### src/rtl/core/qfr_pkg.sv
`timescale 1ns / 1ps
// ----------------------------------------------------------------------------
// qfr_pkg
// Types and constants shared by the rotation matrix to quaternion pipeline.
// ----------------------------------------------------------------------------
package qfr_pkg;

    localparam int FRAC_BITS = 14;
    localparam int DATA_W    = 16;
    // sums of three matrix elements plus one
    localparam int SUM_W     = DATA_W + 3;
    // pairwise sums and differences of matrix elements
    localparam int PAIR_W    = DATA_W + 2;
    localparam int MAG_W     = DATA_W + 1;
    // radicand arg << FRAC_BITS, kept even for two bits per root step
    localparam int RAD_W     = 32;
    localparam int ROOT_W    = RAD_W / 2;
    localparam int SQ_REM_W  = ROOT_W + 3;
    // divider: numerator mag << FRAC_BITS plus root, denominator 2 * root
    localparam int NUM_W     = MAG_W + FRAC_BITS;
    localparam int DEN_W     = ROOT_W + 1;
    localparam int QUO_W     = 23;
    localparam int DIV_REM_W = DEN_W + 1;
    localparam int LANES     = 3;

    localparam logic [DATA_W-1:0] ONE = DATA_W'(1 << FRAC_BITS);

    typedef enum logic [1:0] {
        AXIS_X = 2'd0,
        AXIS_Y = 2'd1,
        AXIS_Z = 2'd2
    } qfr_axis_t;

    typedef enum logic [1:0] {
        COMP_W = 2'd0,
        COMP_X = 2'd1,
        COMP_Y = 2'd2,
        COMP_Z = 2'd3
    } qfr_comp_t;

    typedef struct packed {
        logic signed [DATA_W-1:0] m11;
        logic signed [DATA_W-1:0] m12;
        logic signed [DATA_W-1:0] m13;
        logic signed [DATA_W-1:0] m21;
        logic signed [DATA_W-1:0] m22;
        logic signed [DATA_W-1:0] m23;
        logic signed [DATA_W-1:0] m31;
        logic signed [DATA_W-1:0] m32;
        logic signed [DATA_W-1:0] m33;
    } qfr_in_t;

    typedef struct packed {
        logic signed [DATA_W-1:0] qw;
        logic signed [DATA_W-1:0] qx;
        logic signed [DATA_W-1:0] qy;
        logic signed [DATA_W-1:0] qz;
        logic                     degenerate;
    } qfr_out_t;

    // travels alongside the square root pipeline
    typedef struct packed {
        logic                          valid;
        logic                          degen;
        qfr_comp_t                     root_sel;
        logic [LANES-1:0]              neg;
        logic [LANES-1:0][MAG_W-1:0]   mag;
    } qfr_side_t;

    // travels alongside the divider pipeline
    typedef struct packed {
        logic             valid;
        logic             degen;
        qfr_comp_t        root_sel;
        logic [LANES-1:0] neg;
        logic [ROOT_W-1:0] root;
    } qfr_dside_t;

endpackage

### src/rtl/core/qfr_front.sv
`timescale 1ns / 1ps
// ----------------------------------------------------------------------------
// qfr_front
// Trace test, axis choice, root argument and the three numerators.
// ----------------------------------------------------------------------------
module qfr_front (
    input  logic                        clk,
    input  logic                        rst_n,
    input  logic                        in_valid,
    input  qfr_pkg::qfr_in_t            mat,
    output qfr_pkg::qfr_side_t          side,
    output logic [qfr_pkg::RAD_W-1:0]   rad
);
    import qfr_pkg::*;

    qfr_side_t         side_reg, side_next;
    logic [RAD_W-1:0]  rad_reg, rad_next;

    logic signed [SUM_W-1:0]  a11, a22, a33, trace, arg;
    logic signed [PAIR_W-1:0] p12, p13, p21, p23, p31, p32;
    logic signed [PAIR_W-1:0] lane [LANES];
    qfr_axis_t                axis;
    logic                     tpos;

    always_comb
    begin
        a11 = SUM_W'(mat.m11);
        a22 = SUM_W'(mat.m22);
        a33 = SUM_W'(mat.m33);
        p12 = PAIR_W'(mat.m12);
        p13 = PAIR_W'(mat.m13);
        p21 = PAIR_W'(mat.m21);
        p23 = PAIR_W'(mat.m23);
        p31 = PAIR_W'(mat.m31);
        p32 = PAIR_W'(mat.m32);
        trace = a11 + a22 + a33;
        tpos  = trace > 0;

        // strictly greater takes over, lower index wins a tie
        axis = AXIS_X;
        if (a22 > a11)
        begin
            axis = AXIS_Y;
        end
        if (a33 > ((axis == AXIS_Y) ? a22 : a11))
        begin
            axis = AXIS_Z;
        end

        side_next.valid = in_valid;
        if (tpos)
        begin
            arg = trace + SUM_W'(ONE);
            side_next.root_sel = COMP_W;
            lane[0] = p32 - p23;
            lane[1] = p13 - p31;
            lane[2] = p21 - p12;
        end
        else
        begin
            unique case (axis)
                AXIS_Y:
                begin
                    arg = a22 - a33 - a11 + SUM_W'(ONE);
                    side_next.root_sel = COMP_Y;
                    lane[0] = p13 - p31;
                    lane[1] = p12 + p21;
                    lane[2] = p32 + p23;
                end
                AXIS_Z:
                begin
                    arg = a33 - a11 - a22 + SUM_W'(ONE);
                    side_next.root_sel = COMP_Z;
                    lane[0] = p21 - p12;
                    lane[1] = p13 + p31;
                    lane[2] = p23 + p32;
                end
                default:
                begin
                    arg = a11 - a22 - a33 + SUM_W'(ONE);
                    side_next.root_sel = COMP_X;
                    lane[0] = p32 - p23;
                    lane[1] = p21 + p12;
                    lane[2] = p31 + p13;
                end
            endcase
        end

        side_next.degen = (arg <= 0);
        for (int l = 0; l < LANES; l++)
        begin
            side_next.neg[l] = lane[l][PAIR_W-1];
            side_next.mag[l] = lane[l][PAIR_W-1] ? MAG_W'(-lane[l]) : MAG_W'(lane[l]);
        end
        rad_next = {1'b0, arg[RAD_W-FRAC_BITS-2:0], {FRAC_BITS{1'b0}}};
    end

    always_ff @(posedge clk or negedge rst_n)
    begin
        if (!rst_n)
        begin
            side_reg <= '0;
        end
        else
        begin
            side_reg <= side_next;
        end
    end

    always_ff @(posedge clk)
    begin
        rad_reg <= rad_next;
    end

    assign side = side_reg;
    assign rad  = rad_reg;

endmodule

### config.mk
export PLATFORM = sky130hd
export DESIGN_NAME = qfr_front
export DESIGN_NICKNAME = d
export VERILOG_FILES = /design/src/rtl/core/qfr_pkg.sv /design/src/rtl/core/qfr_front.sv
export SDC_FILE = /design/constraint.sdc
export NUM_CORES = 1
export LEC_CHECK = 0
export BUFFER_PORTS_ARGS = -buffer_cell sky130_fd_sc_hd__buf_2
export CORE_ASPECT_RATIO = 0.75
export CORE_UTILIZATION = 40
export CTS_BUF_LIST = sky130_fd_sc_hd__clkbuf_2
export CTS_CLUSTER_SIZE = 12
export DETAILED_ROUTE_END_ITERATION = 10
export GPL_TIMING_DRIVEN = 0
export SLEW_MARGIN = 10
export SYNTH_ARGS = -nofsm -noshare
export SYNTH_HDL_FRONTEND = slang
export SYNTH_SLANG_ARGS = --single-unit
export TNS_END_PERCENT = 20
### constraint.sdc
create_clock -name clk -period 0.8 [get_ports clk]
set_clock_uncertainty 0.1 [all_clocks]
set_input_delay 0.2 -clock clk [delete_from_list [all_inputs] [get_ports clk]]
set_output_delay 0.2 -clock clk [all_outputs]
set_load 0.01 [all_outputs]
==> results.sh <==
export IMPL_status="finished with violations"
export IMPL_violations="negative hold slack, negative setup slack"
export IMPL_clk_path_buf_depth=2
export IMPL_rsz0062_at_grt="yes"
export IMPL_area_growth_syn_to_layout_pct=32.4
export IMPL_grt_pass1_vias=14400
export IMPL_fmax_mhz=176
export IMPL_multi_input_area_mm2=0.0138
export IMPL_regArea_mm2=0.00182
export IMPL_drv_cap=0
export IMPL_maxSlewViolCount=0
export IMPL_root_buffer="clkbuf_2"
export IMPL_core_area_mm2=0.0372
export IMPL_yosys_warnings=0
export IMPL_place_gp_congestion=0.953
export IMPL_cts_clk_slew_worst_paths_ps=260
export IMPL_critPathKind="in2reg"
export IMPL_async_flop_share_pct=77.3
export IMPL_die_height_um=171
export IMPL_postCtsHoldBufs=1
export IMPL_cts_tree="done"
export IMPL_numCtsBuffers=9
export IMPL_setup_slack_ps=-4870
export IMPL_drc=0
export IMPL_largest_reg_flops=58
export IMPL_dr_pass1_iters=5
export IMPL_netlist_area_leader_share_pct=21.5
export IMPL_hpwl_um=45600
export IMPL_fin_crit_ps=5670
export IMPL_synth_edf_count=0
export IMPL_worstSetupStartpointType="primary input"
export IMPL_dpl_instance_area_mm2=0.0173
export IMPL_design_area_mm2=0.0201
export IMPL_total_power_mw=48.0
export IMPL_p_leak_nw=9.29
export IMPL_initial_core_util_pct=40.8
export IMPL_slew_headroom_pct=42.5
export IMPL_hold_path_class="in2async"
export IMPL_cts_sinks=75
export IMPL_end_kind="flop"
export IMPL_period_share_pct=709
export IMPL_gr_usage_all_layers_pct=28.6
export IMPL_slowest_delay_ps=440
export IMPL_hold_viol_final=58
export IMPL_globalRouteOverflowTotal=0
export IMPL_synthTopCellsByArea="ha_1, fa_1, dfrtp_1"
export IMPL_num_vias=15200
export IMPL_antenna_found_initial=1
export IMPL_final_core_util_pct=54.0
export IMPL_yosysTopAreaCell="ha_1"
export IMPL_power_density_mw_per_mm2=2390
export IMPL_fin_nets=2703
export IMPL_peakVddDrop_v=0.000944
export IMPL_drt_total_wl_um=56900
export IMPL_postSynthCellCount=1874
export IMPL_layout_common_cells="ha_1, buf_2, inv_1"
export IMPL_fill_cells=3487
export IMPL_crit_required_ps=1180
export IMPL_syn_area_mm2=0.0152
export IMPL_vias_per_cell=5.58
export IMPL_hold_slack_ps=-487
export IMPL_chipWidth_um=227
export IMPL_avgSynthCellArea_um2=8.09
export IMPL_drive_gt1_share_pct=28.7
export IMPL_synth_main_ff_cell="dfrtp_1"
export IMPL_final_common_cell="ha_1"
export IMPL_finalSetupViolCount=148
export IMPL_grt_max_degree=59
export IMPL_seq_area_frac_synth_pct=11.8
export IMPL_h_tree_depth=3
export IMPL_tightest_slew_ps=856
export IMPL_critPathMaxFanout=7
export IMPL_routedWlPerCell_um=20.8
export IMPL_drt_iter0_markers=1359
export IMPL_die_area_mm2=0.0387
export IMPL_ys_seq_elements=75
export IMPL_pin_count=237
export IMPL_drt_antenna_violating_nets=0
export IMPL_worst_path_max_delay_cell="o41a_1"
export IMPL_cp_arrival_ps=6050
export IMPL_post_place_ws_ps=-7220
export IMPL_synth_cell_type_count=89
export IMPL_port_buffers=221
export IMPL_grt_first_pass_wirelength_um=83600
export IMPL_std_cell_rows=61
-- cells in the mapped netlist (all sizes together), types with 9 or more instances --
library cell / number
a211o: 10
a211oi: 36
a21o: 26
a21oi: 158
a221oi: 12
a22o: 9
a22oi: 10
a31oi: 26
and2: 13
and3: 11
buf: 31
clkbuf: 54
dfrtp: 58
dfxtp: 17
fa: 74
ha: 261
inv: 188
mux2i: 25
nand2: 102
nand2b: 28
nand3: 29
nand4: 15
nor2: 154
nor2b: 25
nor3: 41
nor4: 15
o211ai: 14
o21a: 22
o21ai: 108
o21bai: 19
xnor2: 107
xor2: 57
-- report_power, final --
part	internal, mW	switching [mW]
clock	0.428	1.55
combinational	16.9	22.5
sequential	5.72	0.955
total	23.0	25.0
-- per-layer routing --
layer	share of wire [%]	track usage [%]	vias up
li1	-	-	7242
met1	50	43.9	7322
met3	8.1	4.91	58
met4	1.4	4.82	0
met5	0	0	-
met2	41	41.6	607
-- kinds of logic (layout without fill, tap and decap cells) --
group / count (synthesis) / after routing / share of synthesized area [%]
AOI/OAI and AO/OA: 529 / 529 / 23.0
and+or+nand+nor: 470 / 470 / 15.3
adders and majority gates: 335 / 335 / 31.3
buffers and inverters: 273 / 611 / 7.35
xor gates and xnor gates: 164 / 164 / 9.47
DFF: 75 / 75 / 11.8
muxes: 27 / 27 / 1.80
other: 1 / 16 / 0.0247
-- timing repair --
action,CTS,global route
buffers inserted,64,41
resized for setup,250,194
pin swaps,63,91
endpoints found under the setup margin,148,148
endpoints found under the hold margin,59,58
gates cloned,1,0
-- cell type report --
cell class	instances	share of cell area, %
Inverter	188	3.64
Multi-Input combinational cell	1540	68.5
Sequential cell	75	9.07
Clock buffer	12	0.299
Timing Repair Buffer	326	11.0
Clock inverter	4	0.0997
Buffer	81	4.24
Tap cell	504	3.14
Antenna cell	1	0.0125
-- path summary, 6_finish.rpt --
| kind | from | endpoint | slack [ps] | cells after the start |
|---|---|---|---|---|
| max in group asynchronous | rst_n | side[31] | 510 | 1 |
| setup / recovery | mat[143] | side[50] | -4870 | 31 |
| min in group clk | in_valid | side[57] | 110 | 2 |
| hold / removal | rst_n | side[3] | -490 | 1 |
-- critical path, delay by kind of cell --
kind	cells	cell delay, ps
buffers and inverters	12	1620
AO/OA/AOI/OAI	5	1320
AND/OR/NAND/NOR	10	2040
adder cells (fa/ha/maj)	3	780
multiplexers	1	70
-- stage by stage --
| stage | TNS, ps | cells |
|---|---|---|
| floorplan | -296930 | 1888 |
| global route | -376690 | 2731 |
| global placement | -502780 | 2613 |
| detailed placement | -469620 | 2613 |
| CTS | -362600 | 2693 |
| finish | -366830 | 2731 |
(Power assumes the default switching activity.)
