<file path="src/rtl/core/qfr_pkg.sv">
`timescale 1ns / 1ps
// ----------------------------------------------------------------------------
// qfr_pkg
// Types and constants shared by the rotation matrix to quaternion pipeline.
// ----------------------------------------------------------------------------
package qfr_pkg;

    localparam int FRAC_BITS = 14;
    localparam int DATA_W    = 16;
    // sums of three matrix elements plus one
    localparam int SUM_W     = DATA_W + 3;
    // pairwise sums and differences of matrix elements
    localparam int PAIR_W    = DATA_W + 2;
    localparam int MAG_W     = DATA_W + 1;
    // radicand arg << FRAC_BITS, kept even for two bits per root step
    localparam int RAD_W     = 32;
    localparam int ROOT_W    = RAD_W / 2;
    localparam int SQ_REM_W  = ROOT_W + 3;
    // divider: numerator mag << FRAC_BITS plus root, denominator 2 * root
    localparam int NUM_W     = MAG_W + FRAC_BITS;
    localparam int DEN_W     = ROOT_W + 1;
    localparam int QUO_W     = 23;
    localparam int DIV_REM_W = DEN_W + 1;
    localparam int LANES     = 3;

    localparam logic [DATA_W-1:0] ONE = DATA_W'(1 << FRAC_BITS);

    typedef enum logic [1:0] {
        AXIS_X = 2'd0,
        AXIS_Y = 2'd1,
        AXIS_Z = 2'd2
    } qfr_axis_t;

    typedef enum logic [1:0] {
        COMP_W = 2'd0,
        COMP_X = 2'd1,
        COMP_Y = 2'd2,
        COMP_Z = 2'd3
    } qfr_comp_t;

    typedef struct packed {
        logic signed [DATA_W-1:0] m11;
        logic signed [DATA_W-1:0] m12;
        logic signed [DATA_W-1:0] m13;
        logic signed [DATA_W-1:0] m21;
        logic signed [DATA_W-1:0] m22;
        logic signed [DATA_W-1:0] m23;
        logic signed [DATA_W-1:0] m31;
        logic signed [DATA_W-1:0] m32;
        logic signed [DATA_W-1:0] m33;
    } qfr_in_t;

    typedef struct packed {
        logic signed [DATA_W-1:0] qw;
        logic signed [DATA_W-1:0] qx;
        logic signed [DATA_W-1:0] qy;
        logic signed [DATA_W-1:0] qz;
        logic                     degenerate;
    } qfr_out_t;

    // travels alongside the square root pipeline
    typedef struct packed {
        logic                          valid;
        logic                          degen;
        qfr_comp_t                     root_sel;
        logic [LANES-1:0]              neg;
        logic [LANES-1:0][MAG_W-1:0]   mag;
    } qfr_side_t;

    // travels alongside the divider pipeline
    typedef struct packed {
        logic             valid;
        logic             degen;
        qfr_comp_t        root_sel;
        logic [LANES-1:0] neg;
        logic [ROOT_W-1:0] root;
    } qfr_dside_t;

endpackage

</file>
<file path="src/rtl/core/qfr_div.sv">
`timescale 1ns / 1ps
// ----------------------------------------------------------------------------
// qfr_div
// Three pipelined restoring dividers: round(mag * 2^frac / (2 * root)).
// ----------------------------------------------------------------------------
module qfr_div (
    input  logic                                          clk,
    input  logic                                          rst_n,
    input  qfr_pkg::qfr_side_t                            side_in,
    input  logic [qfr_pkg::ROOT_W-1:0]                    root,
    output qfr_pkg::qfr_dside_t                           side_out,
    output logic [qfr_pkg::LANES-1:0][qfr_pkg::QUO_W-1:0] quo
);
    import qfr_pkg::*;

    qfr_dside_t           side_reg [1:QUO_W];
    logic [DEN_W-1:0]     den_reg  [1:QUO_W];
    logic [LANES-1:0][QUO_W-1:0]     nb_reg  [1:QUO_W];
    logic [LANES-1:0][DIV_REM_W-1:0] rem_reg [1:QUO_W];
    logic [LANES-1:0][QUO_W-1:0]     quo_reg [1:QUO_W];

    for (genvar s = 0; s < QUO_W; s++)
    begin : g_step
        qfr_dside_t                      side_cur;
        logic [DEN_W-1:0]                den_cur;
        logic [LANES-1:0][QUO_W-1:0]     nb_cur;
        logic [LANES-1:0][DIV_REM_W-1:0] rem_cur;
        logic [LANES-1:0][QUO_W-1:0]     quo_cur;
        logic [LANES-1:0][DIV_REM_W-1:0] rem_next;
        logic [LANES-1:0]                ge;

        if (s == 0)
        begin : g_head
            always_comb
            begin
                logic [NUM_W-1:0] num;
                side_cur.valid    = side_in.valid;
                side_cur.degen    = side_in.degen;
                side_cur.root_sel = side_in.root_sel;
                side_cur.neg      = side_in.neg;
                side_cur.root     = root;
                den_cur           = {root, 1'b0};
                for (int l = 0; l < LANES; l++)
                begin
                    // adding the root before dividing by twice the root rounds half up
                    num        = {side_in.mag[l], {FRAC_BITS{1'b0}}} + NUM_W'(root);
                    rem_cur[l] = DIV_REM_W'(num[NUM_W-1:QUO_W]);
                    nb_cur[l]  = num[QUO_W-1:0];
                    quo_cur[l] = '0;
                end
            end
        end
        else
        begin : g_body
            assign side_cur = side_reg[s];
            assign den_cur  = den_reg[s];
            assign nb_cur   = nb_reg[s];
            assign rem_cur  = rem_reg[s];
            assign quo_cur  = quo_reg[s];
        end

        always_comb
        begin
            logic [DIV_REM_W-1:0] rin;
            for (int l = 0; l < LANES; l++)
            begin
                rin         = {rem_cur[l][DIV_REM_W-2:0], nb_cur[l][QUO_W-1]};
                ge[l]       = rin >= DIV_REM_W'(den_cur);
                rem_next[l] = ge[l] ? rin - DIV_REM_W'(den_cur) : rin;
            end
        end

        always_ff @(posedge clk or negedge rst_n)
        begin
            if (!rst_n)
            begin
                side_reg[s+1] <= '0;
            end
            else
            begin
                side_reg[s+1] <= side_cur;
            end
        end

        always_ff @(posedge clk)
        begin
            den_reg[s+1] <= den_cur;
            rem_reg[s+1] <= rem_next;
            for (int l = 0; l < LANES; l++)
            begin
                nb_reg[s+1][l]  <= {nb_cur[l][QUO_W-2:0], 1'b0};
                quo_reg[s+1][l] <= {quo_cur[l][QUO_W-2:0], ge[l]};
            end
        end
    end

    assign side_out = side_reg[QUO_W];
    assign quo      = quo_reg[QUO_W];

endmodule

</file>
<file path="config.mk">
export PLATFORM = sky130hd
export DESIGN_NAME = qfr_div
export DESIGN_NICKNAME = d
export VERILOG_FILES = /design/src/rtl/core/qfr_pkg.sv /design/src/rtl/core/qfr_div.sv
export SDC_FILE = /design/constraint.sdc
export NUM_CORES = 2
export LEC_CHECK = 0
export ABC_AREA = 0
export BUFFER_PORTS_ARGS = -buffer_cell sky130_fd_sc_hd__buf_2
export CAP_MARGIN = 20
export CORE_MARGIN = 2
export CORE_UTILIZATION = 38
export CTS_CLUSTER_SIZE = 14
export DETAILED_ROUTE_END_ITERATION = 8
export PLACE_DENSITY_LB_ADDON = 0.3
export SLEW_MARGIN = 0
export SYNTH_ARGS = -nofsm -noshare
export SYNTH_HDL_FRONTEND = slang
export SYNTH_MEMORY_MAX_BITS = 65536
export SYNTH_SLANG_ARGS = --single-unit
</file>
<file path="constraint.sdc">
create_clock -name clk -period 9.4 [get_ports clk]
set_input_delay 2.82 -clock clk [delete_from_list [all_inputs] [get_ports clk]]
set_output_delay 2.82 -clock clk [all_outputs]
set_load 0.05 [all_outputs]
</file>
==> results.cfg <==
[worst_setup_path]
required_ns = 10.19
r2r_slack_ns = 5.34
r2r-end = rem_reg[1][76]
cp-start-kind = input port
cp-end-kind = flip-flop
r2r-start = nb_reg[1][52]
path_max_fanout = 10
crit_type = input port to flip-flop
crit_arrival_ns = 7.57
r2r_cells = 10

[timing]
setup-violations-final = 0
timing.hold.ws_ns = 0.276
layout_setup_ws_ns = 2.61
min_period_ns = 6.79
maxSlewHeadroom_pct = 23.4
fin_skew_ns = 0.0633
maxClockFrequency_mhz = 147
finalHoldViolCount = 0
drv_slew = 0
rsz0062_at_grt = false
finalCritPeriodShare_pct = 72.2
finalSetupTns_ns = 0
tightest_slew_ns = 1.15

[synthesis]
synth_area_per_cell_um2 = 10.7
syn_area_um2 = 122000
synth_common_cells = 2,371 x dfxtp_1, 1,059 x ha_1, 747 x a21oi_1, 671 x nor2_1, 658 x inv_1
syn_nets = 12600
ys_async_sr_fraction_pct = 18.2
yosysMostFrequentCell = dfxtp_1
synth_edf_count = 0
synth.largest_area_cell = dfxtp_1
synth_warnings = 0
ys_seq_area_share_pct = 49.6
synthCells = 11400
synth_cell_types = 84
yosys_register_bits = 2900
synthFlopType = dfxtp_1
synthTopCellsByArea = dfxtp_1 39%, ha_1 11%, dfrtp_1 11%
synth.top_cell.area_share_pct = 38.8

[power_and_ir_drop]
p_clk_share_pct = 23.8
swShare_pct = 36.7
power.density_nw_per_um2 = 369
leakage_nw = 61.3
power_frac_comb_pct = 41.4
vdd_drop_max_mv = 0.220
seq_power_share_pct = 34.8
p_switching_w = 0.0188
p_int_w = 0.0325

[final_layout]
layout-drive-gt1-share_pct = 11.8
nets = 13000
syn2layout_area_growth_pct = 13.5
design_area_um2 = 139000
largest_reg_flops = 1096

[clock_tree]
clock-sinks = 2900
cts_buffer_depth = 4
cts_tree = done
path_clk_slew_ns = 0.06
ctsHtreeMaxLevel = 5
holdBufCountCts = 0
clk_latency_ns = 0.91
root_buffer = clkbuf_16
cts_made_buffers = 306
postCtsResizedCells = 0
postCtsSetupBuffers = 0

[global_routing]
grt_use_total_pct = 18.2
grt_max_degree = 163
grt_pass1_vias = 80200
grt_first_pass_wirelength_um = 465000
antenna_found_initial = 5
overflow = 0

[placement]
postPlaceCellArea_um2 = 128000
port_buffers = 167
place_ws_ns = 1.60
gp_congestion = 0.903
dp_hpwl_um = 238000

[routing]
drt-pass1-iter-count = 6
drt_iter0_markers = 5670
drc = 0
ant_nets = 0
post_drt_wl_per_cell_um = 18.5
via_per_inst = 5.05
num_vias = 82500
totalWireLength_um = 303000

[min_path]
min_from = quo_reg[0][1527]
hp-class = flip-flop to flip-flop
hold_depth = 0
hold_path_end = quo_reg[0][1597]

[floorplanning]
die_w_um = 571
ios = 168
core_um2 = 321000
die_y_um = 571
rows = 208
dieArea_um2 = 326000
start_util_pct = 38.1

[run]
cap_violations = 0

[outcome]
status = finished, final reports clean
## how the worst max path moves through the flow
stage / to / start / depth (start not counted) / slack (ns)
after floorplan: rem_reg[0][78] / side_in[17] / 19 / 2.87
after global placement: rem_reg[0][60] / root[14] / 19 / 1.57
after detailed placement: rem_reg[0][60] / root[14] / 19 / 1.60
after CTS: rem_reg[0][58] / root[14] / 19 / 2.61
after global routing: rem_reg[0][58] / root[14] / 19 / 2.15
final: rem_reg[0][58] / root[14] / 19 / 2.61
## power by group through the flow
stage	Clock, W	Sequential [W]	Combinational (W)
6_report	0.0122	0.0178	0.0212
3_5_place_dp	0	0.0181	0.0209
5_1_grt	0.0131	0.0181	0.0234
4_1_cts	0.0126	0.0179	0.0211
3_3_place_gp	0	0.0181	0.0209
2_1_floorplan	0	0.0173	0.0157
## cells in the final DEF (no fill, tap or decap), types with 69 or more instances in the layout
| cell | count |
|---|---|
| xor2_1 | 281 |
| o31ai_1 | 78 |
| nand4_1 | 179 |
| inv_1 | 658 |
| dfrtp_1 | 529 |
| a21o_1 | 369 |
| nand2b_1 | 146 |
| nor2_1 | 671 |
| fa_1 | 69 |
| mux2i_1 | 126 |
| a21oi_1 | 743 |
| a31oi_1 | 76 |
| nand2_1 | 579 |
| ha_1 | 1059 |
| a211oi_1 | 79 |
| a21boi_0 | 71 |
| dfxtp_1 | 2371 |
| mux2_2 | 631 |
| clkbuf_16 | 312 |
| nand3_1 | 117 |
| buf_2 | 166 |
| xnor2_1 | 501 |
| nor3_1 | 147 |
| nor2b_1 | 213 |
| o21ai_0 | 639 |
| o21a_1 | 193 |
## layout make-up
cell class | instances | area [um^2]
multi-input combinational | 7708 | 58600
tap | 4305 | 5390
clock buffer | 412 | 8610
fill | 30600 | 182000
antenna | 3 | 7.51
sequential | 2900 | 60700
clock inverter | 139 | 1700
inverter | 664 | 2490
timing repair buffer | 223 | 1330
## metrics by stage
step	instances	util, %	total power [W]
6_report	16400	43.3	0.0513
5_1_grt	16400	43.3	0.0546
4_1_cts	16300	43.3	0.0516
3_5_place_dp	15800	40.1	0.0390
3_3_place_gp	15800	40.1	0.0390
2_1_floorplan	11400	-	0.0331
## kinds of logic after synthesis
| kind of cell | share of synthesized area [%] |
|---|---|
| buffers and inverters | 2.58 |
| muxes | 6.85 |
| adders and majority gates | 12.0 |
| xor gates and xnor gates | 5.60 |
| DFF | 49.6 |
| AOI/OAI and AO/OA | 13.8 |
| and+or+nand+nor | 9.56 |
## critical path, cell delays in order
cell and delay (ns):
buf_2 0.35, ha_1 0.25, inv_1 0.06, fa_1 0.40
nor2_1 0.18, nand3_1 0.28, nor3_1 0.26, xnor2_1 0.23
inv_1 0.08, ha_1 0.29, nor2b_1 0.13, o21ai_0 0.15
nand2b_1 0.12, nor2b_1 0.16, or3_1 0.31, a21oi_1 0.44
a21o_1 0.52, inv_2 0.20, mux2_2 0.31
## routing by layer
| layer | track usage [%] | routed length [um] | up-vias | part of all wire, % |
|---|---|---|---|---|
| met5 | 0 | 23 | - | 0.0076 |
| li1 | - | - | 41300 | - |
| met2 | 30.3 | 141000 | 1924 | 46 |
| met1 | 24.5 | 140000 | 38800 | 46 |
| met4 | 5.53 | 8930 | 4 | 2.9 |
| met3 | 2.18 | 13900 | 460 | 4.6 |
Note: power is estimated with default switching activity, not from simulation.
