--- src/rtl/core/qfr_pkg.sv ---
`timescale 1ns / 1ps
// ----------------------------------------------------------------------------
// qfr_pkg
// Types and constants shared by the rotation matrix to quaternion pipeline.
// ----------------------------------------------------------------------------
package qfr_pkg;

    localparam int FRAC_BITS = 14;
    localparam int DATA_W    = 16;
    // sums of three matrix elements plus one
    localparam int SUM_W     = DATA_W + 3;
    // pairwise sums and differences of matrix elements
    localparam int PAIR_W    = DATA_W + 2;
    localparam int MAG_W     = DATA_W + 1;
    // radicand arg << FRAC_BITS, kept even for two bits per root step
    localparam int RAD_W     = 32;
    localparam int ROOT_W    = RAD_W / 2;
    localparam int SQ_REM_W  = ROOT_W + 3;
    // divider: numerator mag << FRAC_BITS plus root, denominator 2 * root
    localparam int NUM_W     = MAG_W + FRAC_BITS;
    localparam int DEN_W     = ROOT_W + 1;
    localparam int QUO_W     = 23;
    localparam int DIV_REM_W = DEN_W + 1;
    localparam int LANES     = 3;

    localparam logic [DATA_W-1:0] ONE = DATA_W'(1 << FRAC_BITS);

    typedef enum logic [1:0] {
        AXIS_X = 2'd0,
        AXIS_Y = 2'd1,
        AXIS_Z = 2'd2
    } qfr_axis_t;

    typedef enum logic [1:0] {
        COMP_W = 2'd0,
        COMP_X = 2'd1,
        COMP_Y = 2'd2,
        COMP_Z = 2'd3
    } qfr_comp_t;

    typedef struct packed {
        logic signed [DATA_W-1:0] m11;
        logic signed [DATA_W-1:0] m12;
        logic signed [DATA_W-1:0] m13;
        logic signed [DATA_W-1:0] m21;
        logic signed [DATA_W-1:0] m22;
        logic signed [DATA_W-1:0] m23;
        logic signed [DATA_W-1:0] m31;
        logic signed [DATA_W-1:0] m32;
        logic signed [DATA_W-1:0] m33;
    } qfr_in_t;

    typedef struct packed {
        logic signed [DATA_W-1:0] qw;
        logic signed [DATA_W-1:0] qx;
        logic signed [DATA_W-1:0] qy;
        logic signed [DATA_W-1:0] qz;
        logic                     degenerate;
    } qfr_out_t;

    // travels alongside the square root pipeline
    typedef struct packed {
        logic                          valid;
        logic                          degen;
        qfr_comp_t                     root_sel;
        logic [LANES-1:0]              neg;
        logic [LANES-1:0][MAG_W-1:0]   mag;
    } qfr_side_t;

    // travels alongside the divider pipeline
    typedef struct packed {
        logic             valid;
        logic             degen;
        qfr_comp_t        root_sel;
        logic [LANES-1:0] neg;
        logic [ROOT_W-1:0] root;
    } qfr_dside_t;

endpackage

--- src/rtl/core/qfr_sqrt.sv ---
`timescale 1ns / 1ps
// ----------------------------------------------------------------------------
// qfr_sqrt
// Pipelined integer square root, one root bit per register stage.
// ----------------------------------------------------------------------------
module qfr_sqrt (
    input  logic                         clk,
    input  logic                         rst_n,
    input  qfr_pkg::qfr_side_t           side_in,
    input  logic [qfr_pkg::RAD_W-1:0]    rad,
    output qfr_pkg::qfr_side_t           side_out,
    output logic [qfr_pkg::ROOT_W-1:0]   root
);
    import qfr_pkg::*;

    qfr_side_t           side_reg [1:ROOT_W];
    logic [RAD_W-1:0]    rad_reg  [1:ROOT_W];
    logic [SQ_REM_W-1:0] rem_reg  [1:ROOT_W];
    logic [ROOT_W-1:0]   root_reg [1:ROOT_W];

    for (genvar s = 0; s < ROOT_W; s++)
    begin : g_step
        qfr_side_t           side_cur;
        logic [RAD_W-1:0]    rad_cur;
        logic [SQ_REM_W-1:0] rem_cur;
        logic [ROOT_W-1:0]   root_cur;
        logic [SQ_REM_W-1:0] rin, trial, rem_next;
        logic                ge;

        // first stage takes the front end outputs directly
        if (s == 0)
        begin : g_head
            assign side_cur = side_in;
            assign rad_cur  = rad;
            assign rem_cur  = '0;
            assign root_cur = '0;
        end
        else
        begin : g_body
            assign side_cur = side_reg[s];
            assign rad_cur  = rad_reg[s];
            assign rem_cur  = rem_reg[s];
            assign root_cur = root_reg[s];
        end

        always_comb
        begin
            rin      = {rem_cur[SQ_REM_W-3:0], rad_cur[RAD_W-1 -: 2]};
            trial    = SQ_REM_W'({root_cur, 2'b01});
            ge       = rin >= trial;
            rem_next = ge ? rin - trial : rin;
        end

        always_ff @(posedge clk or negedge rst_n)
        begin
            if (!rst_n)
            begin
                side_reg[s+1] <= '0;
            end
            else
            begin
                side_reg[s+1] <= side_cur;
            end
        end

        always_ff @(posedge clk)
        begin
            rad_reg[s+1]  <= {rad_cur[RAD_W-3:0], 2'b00};
            rem_reg[s+1]  <= rem_next;
            root_reg[s+1] <= {root_cur[ROOT_W-2:0], ge};
        end
    end

    assign side_out = side_reg[ROOT_W];
    assign root     = root_reg[ROOT_W];

endmodule

--- config.mk ---
export PLATFORM = sky130hd
export DESIGN_NAME = qfr_sqrt
export DESIGN_NICKNAME = d
export VERILOG_FILES = /design/src/rtl/core/qfr_pkg.sv /design/src/rtl/core/qfr_sqrt.sv
export SDC_FILE = /design/constraint.sdc
export NUM_CORES = 1
export LEC_CHECK = 0
export CAP_MARGIN = 0
export CORE_MARGIN = 2
export CORE_UTILIZATION = 66
export DETAILED_ROUTE_END_ITERATION = 16
export DONT_BUFFER_PORTS = 1
export PLACE_DENSITY = 0.94
export SYNTH_ARGS = -nofsm -noshare
export SYNTH_HDL_FRONTEND = slang
export SYNTH_SLANG_ARGS = --single-unit
export TNS_END_PERCENT = 30
--- constraint.sdc ---
create_clock -name clk -period 6.1 [get_ports clk]
set_input_delay 0.915 -clock clk [delete_from_list [all_inputs] [get_ports clk]]
set_output_delay 0.915 -clock clk [all_outputs]
set_load 0.01 [all_outputs]
==> results of run 1 <==
## area by class of cell
class | instances | share of cell area [%]
inverter | 184 | 1.34
timing repair buffer | 2 | 0.0291
clock buffer | 202 | 7.99
clock inverter | 57 | 1.44
multi-input combinational | 1299 | 18.1
sequential | 1541 | 68.8
antenna | 2 | 0.00971
tap | 931 | 2.26
## cell families after synthesis
family | Yosys count
buf+inv | 216
other cells | 1
fa+ha+maj | 152
xor+xnor | 159
flops | 1541
compound gates | 397
simple gates | 522
mux | 68
## path summary, 6_finish.rpt
path	end	startpoint	slack [ns]	cells after the start
setup / recovery	rem_reg[0][256]	root_reg[6][10]	3.15	7
hold / removal	g_step[11].side_cur[41]	rst_n	-0.11	0
setup reg to reg	rem_reg[0][256]	root_reg[6][10]	3.15	7
hold reg to reg	rad_reg[0][205]	rad_reg[0][173]	0.31	0
max in group asynchronous	g_step[2].side_cur[4]	rst_n	4.20	0
min in group clk	g_step[1].side_cur[43]	side_in[43]	0.21	0
## power breakdown
part / switching [µW] / leakage (µW) / internal, µW
clock network: 3780 / 0.00238 / 5160
logic: 1250 / 0.00550 / 1140
registers: 624 / 0.0159 / 11200
## cell usage after synthesis, drive strengths merged, types with 16 or more instances
cell / number / area share (%)
xor2: 63 / 1.2
o21ai: 84 / 0.92
or3: 25 / 0.35
dfrtp: 928 / 51
a21o: 34 / 0.56
nor4: 22 / 0.33
a211oi: 19 / 0.32
or4: 16 / 0.27
nand4: 21 / 0.29
inv: 184 / 1.5
o21a: 35 / 0.58
mux2: 61 / 1.5
a21oi: 122 / 1.3
nor2b: 22 / 0.30
nand2b: 28 / 0.38
nand2: 83 / 0.68
xnor2: 96 / 1.8
nand3: 35 / 0.41
nor3: 60 / 0.66
dfxtp: 613 / 27
clkbuf: 19 / 0.16
ha: 152 / 4.2
nor2: 146 / 1.2
## per-stage QoR
step | setup slack, ns | utilization, % | hold WS (ns)
after detailed placement | 3.19 | 68.1 | 0.312
after global routing | 2.96 | 75.2 | -0.148
after floorplan | 3.71 | - | 0.310
final | 3.15 | 75.2 | -0.107
after CTS | 3.17 | 75.2 | -0.138
after global placement | 3.27 | 68.1 | 0.310
## per-layer routing
metal  part of all wire (%)  vias to the layer above  GRT usage (%)  routed length, µm
met1                     37                    11300           25.3              29000
met5                      0                        -              0                  0
met3                    3.8                      192           4.35               2990
li1                       -                    10500              -                  -
met4                    3.1                        0           8.47               2400
met2                     56                      638           43.5              43900
## critical path, cell delays in order (launching register included)
cell	delay [ns]
dfxtp_1	0.34
inv_1	0.05
ha_1	0.35
a21o_1	0.26
a2111oi_1	0.57
o311a_1	0.31
nand2_1	0.48
mux2_2	0.47
==> qor.txt, run 1 <==
Max clock buf depth -> 3
Fill cells -> 3768
Failing checks -> negative hold slack, max-slew violations
Startpoint types -> flip-flop
Max Clock Freq -> 339 MHz
Hold Vio Cnt, Final -> 19
Drt total wl -> 78300 µm
Post-synthesis compound-gate area fraction -> 5.62%
RSZ-0062 raised after global routing -> no
Commonest non-fill, non-tap cell in the layout -> dfrtp_1
CP required -> 6.70 ns
Multiplexer share of the synthesized area -> 1.66%
Total CTS buffers -> 141
XOR/XNOR Fraction of Synth Area -> 3.05%
Post-Layout Cell Count -> 4218
Sequential area share after synthesis -> 77.7%
I/O pin cnt -> 166
Hold Slack -> -0.107 ns
Total track usage -> 22.9%
DRT Pass-1 Iters -> 6
TritonCTS clock tree -> done
Number of synthesized register bits -> 1541
TritonCTS Sinks -> 1541
Unique cell type count in the Yosys netlist -> 86
Number of global-route vias before repair -> 23800
Row Count -> 96
Slew headroom -> -69.7%
DRT antenna net count -> 0
Syn nets -> 3300
VDD IR-drop max -> 0.000315 V
RD Place Congestion -> 0.897
Setup bufs post-CTS -> 0
Fin. max-slew vios -> 651
Asr flop ratio synth -> 60.2%
Vias/cell -> 5.34
Largest family of logic cells by synthesized area -> simple AND/OR/NAND/NOR gates
Post-Synth Adder-Cell Area -> 4.17%
Core Area -> 68600 µm²
Fin crit share -> 48.3%
Crit path kind -> flip-flop to flip-flop
Drc violations -> 0
Die Span X -> 267 µm
Pwr/cell area -> 449 nW/µm²
Pwr Total -> 23200 µW
Port bufs -> 0
Nets -> 3413
Min Tclk post-route -> 2.95 ns
TNS Setup -> 0 ns
Overflow after GRT -> 0
Layout cell share with drive strength beyond 1 -> 9.65%
Largest net degree at the start of global routing -> 929
Sequential cell area -> 35500 µm²
LEAKAGE -> 0.0238 µW
Post-Synth Simple-Gate Area -> 5.91%
Post-Synthesis Cells -> 3056
Hpwl dp -> 46900 µm
Largest fanout on the critical path -> 25
Die area -> 71300 µm²
Multi-input gate area -> 9330 µm²
Initial antenna violation count -> 7
Main synth FF type -> dfrtp_1
Root Buffer -> clkbuf_16
Max-Cap Viols -> 0
YS warnings -> 0
Initial DRC Count -> 1753
CP arrival -> 3.55 ns
Via Count -> 22500
Mean area per synthesized cell -> 14.9 µm²
Post-synth EDFFs -> 0
Clock slew at reported path FFs -> 0.06 ns
Initial Utilization -> 66.6%
Layout Skew -> 0.0261 ns
Max FFs per register -> 870
Final setup vio count -> 0
Post-cts resize count -> 0
First-pass GRT wire length -> 125000 µm
Hold Path Class -> input pin to asynchronous set/reset pin
Area after DPL -> 46700 µm²
Worst slew pin tran -> 2.55 ns
Chip height -> 267 µm
Area growth syn-to-layout -> 12.9%
Netlist Area Pre-Place -> 45700 µm²
CTS H-tree depth -> 4
Most frequent cells in the layout -> dfrtp_1 (928), dfxtp_1 (613), inv_1 (181)
Crit end category -> flip-flop
Worst skew pair latency -> 0.73 ns
Status -> finished, violations left
Final Cell Area -> 51600 µm²
Placed cell count -> 3957
Wire per inst -> 18.6 µm
No activity file was read; power rests on OpenSTA's default activity.
==> run 2: changes to the inputs <==
--- a/config.mk
+++ b/config.mk
@@ -7,10 +7,10 @@
 export LEC_CHECK = 0
 export CAP_MARGIN = 0
 export CORE_MARGIN = 2
-export CORE_UTILIZATION = 66
+export CORE_UTILIZATION = 56
 export DETAILED_ROUTE_END_ITERATION = 16
 export DONT_BUFFER_PORTS = 1
-export PLACE_DENSITY = 0.94
+export PLACE_DENSITY = 0.86
 export SYNTH_ARGS = -nofsm -noshare
 export SYNTH_HDL_FRONTEND = slang
 export SYNTH_SLANG_ARGS = --single-unit
==> constraint.sdc (replaced) <==
create_clock -name clk -period 2.7 [get_ports clk]
set_input_delay 0.405 -clock clk [delete_from_list [all_inputs] [get_ports clk]]
set_output_delay 0.405 -clock clk [all_outputs]
set_load 0.01 [all_outputs]
==> qor.txt, run 2 (synthesis gave the netlist of run 1 again) <==
Status -> finished, violations left (unchanged)
Failing checks -> negative hold slack (was negative hold slack, max-slew violations)
Post-Layout Cell Count -> 4480 (was 4218)
P_int -> 39500 µW (was 17500 µW)
Drt total wl -> 73300 µm (was 78300 µm)
Diode count -> 0 (was 2)
Hold Buf Count CTS -> 91
Crit end category -> flip-flop (unchanged)
Total CTS buffers -> 143 (was 141)
R2R setup slack -> 0.1 ns (was 3.15 ns)
Commonest non-fill, non-tap cell in the layout -> dfrtp_1 (unchanged)
Worst skew pair latency -> 0.72 ns (was 0.73 ns)
Die area -> 83800 µm² (was 71300 µm²)
Hpwl dp -> 44700 µm (was 46900 µm)
CP arrival -> 3.19 ns (was 3.55 ns)
First-pass GRT wire length -> 118000 µm (was 125000 µm)
Worst slew pin tran -> 1.20 ns (was 2.55 ns)
Max FFs per register -> 870 (unchanged)
Core Area -> 80700 µm² (was 68600 µm²)
CP required -> 3.29 ns (was 6.70 ns)
DRT Pass-1 Iters -> 7 (was 6)
Fin crit share -> 96.4% (was 48.3%)
Port bufs -> 0 (unchanged)
Max-Cap Viols -> 0 (unchanged)
Startpoint types -> flip-flop (unchanged)
Area growth syn-to-layout -> 15.9% (was 12.9%)
Placed cell count -> 4124 (was 3957)
Via Count -> 22200 (was 22500)
VDD IR-drop max -> 0.000764 V (was 0.000315 V)
Pwr/cell area -> 986 nW/µm² (was 449 nW/µm²)
Hold Path Class -> input pin to asynchronous set/reset pin (unchanged)
LEAKAGE -> 0.0244 µW (was 0.0238 µW)
Max clock buf depth -> 3 (unchanged)
Number of global-route vias before repair -> 23400 (was 23800)
Sequential share of power -> 51.1% (about the same)
Clk network pwr share -> 37.7% (was 38.6%)
Largest fanout on the critical path -> 4 (was 25)
CTS H-tree depth -> 4 (unchanged)
TritonCTS Sinks -> 1541 (unchanged)
Hold Slack -> -0.267 ns (was -0.107 ns)
Most frequent cells in the layout -> dfrtp_1 (928), dfxtp_1 (613), inv_1 (181) (unchanged)
Slowest cell on crit path -> or3b_2 (was a2111oi_1)
Initial DRC Count -> 1261 (was 1753)
I/O pin cnt -> 166 (unchanged)
Wire per inst -> 16.4 µm (was 18.6 µm)
Root Buffer -> clkbuf_16 (unchanged)
Overflow after GRT -> 0 (unchanged)
Die Span X -> 290 µm (was 267 µm)
Fin util -> 65.6% (was 75.2%)
Fin. max-slew vios -> 0 (was 651)
Logic gate share of total power -> 11.2% (was 10.3%)
RR Endpoint -> rem_reg[0][205] (was rem_reg[0][256])
Largest net degree at the start of global routing -> 929 (unchanged)
Drc violations -> 0 (unchanged)
Switching power -> 12600 µW (was 5660 µW)
Worst-case reg-to-reg path depth -> 8 (was 7)
Crit-path cells -> inv_1 -> ha_1 -> a21oi_1 -> nor3b_1 -> a211oi_1 -> a21oi_1 -> or3b_2 -> mux2_2 (was inv_1 -> ha_1 -> a21o_1 -> a2111oi_1 -> o311a_1 -> nand2_1 -> mux2_2)
RD Place Congestion -> 0.876 (was 0.897)
Total track usage -> 18.0% (was 22.9%)
Chip height -> 290 µm (was 267 µm)
Layout cell share with drive strength beyond 1 -> 10.1% (was 9.65%)
CP dominant cell by count -> a21oi_1
Slew headroom -> 20.2% (was -69.7%)
DRT antenna net count -> 0 (unchanged)
Min Tclk post-route -> 2.60 ns (was 2.95 ns)
Final setup vio count -> 0 (unchanged)
Initial Utilization -> 56.6% (was 66.6%)
Vias/cell -> 4.96 (was 5.34)
TritonCTS clock tree -> done (unchanged)
Initial antenna violation count -> 0 (was 7)
Clock slew at reported path FFs -> 0.06 ns (about the same)
TNS Setup -> 0 ns (unchanged)
Critical path's largest stage delay -> 0.48 ns (was 0.57 ns)
Max Clock Freq -> 384 MHz (was 339 MHz)
R2R Path Start -> root_reg[4][18] (was root_reg[6][10])
Sw frac -> 24.2% (was 24.4%)
Hold Vio Cnt, Final -> 191 (was 19)
Nets -> 3549 (was 3413)
Layout Skew -> 0.0237 ns (was 0.0261 ns)
RSZ-0062 raised after global routing -> yes (was no)
Crit path kind -> flip-flop to flip-flop (unchanged)
Row Count -> 104 (was 96)
-- run 2: changes by cell type in the layout (fill, tap and decap cells not counted), sizes merged --
cell and change:
buf +42, bufinv -1, clkbuf +11, clkinv -9, diode -2, dlygate4sd3 +91
inv +1
-- run 2: per-stage QoR --
stage / instance area [µm²] / total power, µW / setup WS [ns]
after floorplan: 45700 / 30900 / 0.313
after global placement: 47200 / 32200 / 0.190
after detailed placement: 47200 / 32400 / 0.128
after CTS: 52800 / 52500 / 0.117
after global routing: 52900 / 54700 / -0.0500
final: 52900 / 52100 / 0.0973
-- run 2: worst max-delay path, delay by kind of cell, from the launching register on --
| family | cells | cell delay, ns |
|---|---|---|
| and+or+nand+nor | 2 | 0.77 |
| AOI/OAI and AO/OA | 3 | 0.75 |
| DFF | 1 | 0.32 |
| adders and majority gates | 1 | 0.32 |
| muxes | 1 | 0.28 |
| buffers and inverters | 1 | 0.04 |
-- run 2: layout make-up --
type                       count  area (µm²)
clock buffer                 212        4120
clock inverter                48         576
fill                        5529       27800
inverter                     184         691
tap                         1060        1330
sequential                  1541       35500
multi-input combinational   1299        9340
timing repair buffer         136        1360
-- run 2: worst max path at each step --
stage / start / endpoint / slack, ns / depth (start not counted)
final: root_reg[4][18] / rem_reg[0][205] / 0.1 / 8
after global routing: root_reg[7][7] / rem_reg[0][298] / -0.05 / 9
after CTS: root_reg[7][6] / rem_reg[0][294] / 0.12 / 9
after detailed placement: root_reg[7][6] / rem_reg[0][294] / 0.13 / 9
after global placement: root_reg[7][0] / rem_reg[0][287] / 0.19 / 9
after floorplan: root_reg[7][0] / rem_reg[0][296] / 0.31 / 10
-- run 2: timing repair --
item,4_1_cts,5_1_grt
setup buffers,0,0
resized for setup,0,2
endpoints found under the setup margin,0,252
hold endpoints to repair,1019,191
-- run 2: power groups by stage --
stage / clock [µW] / combinational [µW] / sequential, µW
after floorplan: 0 / 4330 / 26600
after global placement: 0 / 5220 / 26900
after detailed placement: 0 / 5350 / 27100
after CTS: 20300 / 5530 / 26700
after global routing: 21200 / 6540 / 26900
final: 19700 / 5830 / 26600
-- run 2: metal layers --
layer	track usage (%)	vias to the layer above	part of all wire [%]
met2	33.2	417	55
met1	20.6	10900	39
met4	7.33	0	2.9
met3	3.19	151	3.2
met5	0	-	0
li1	-	10700	-
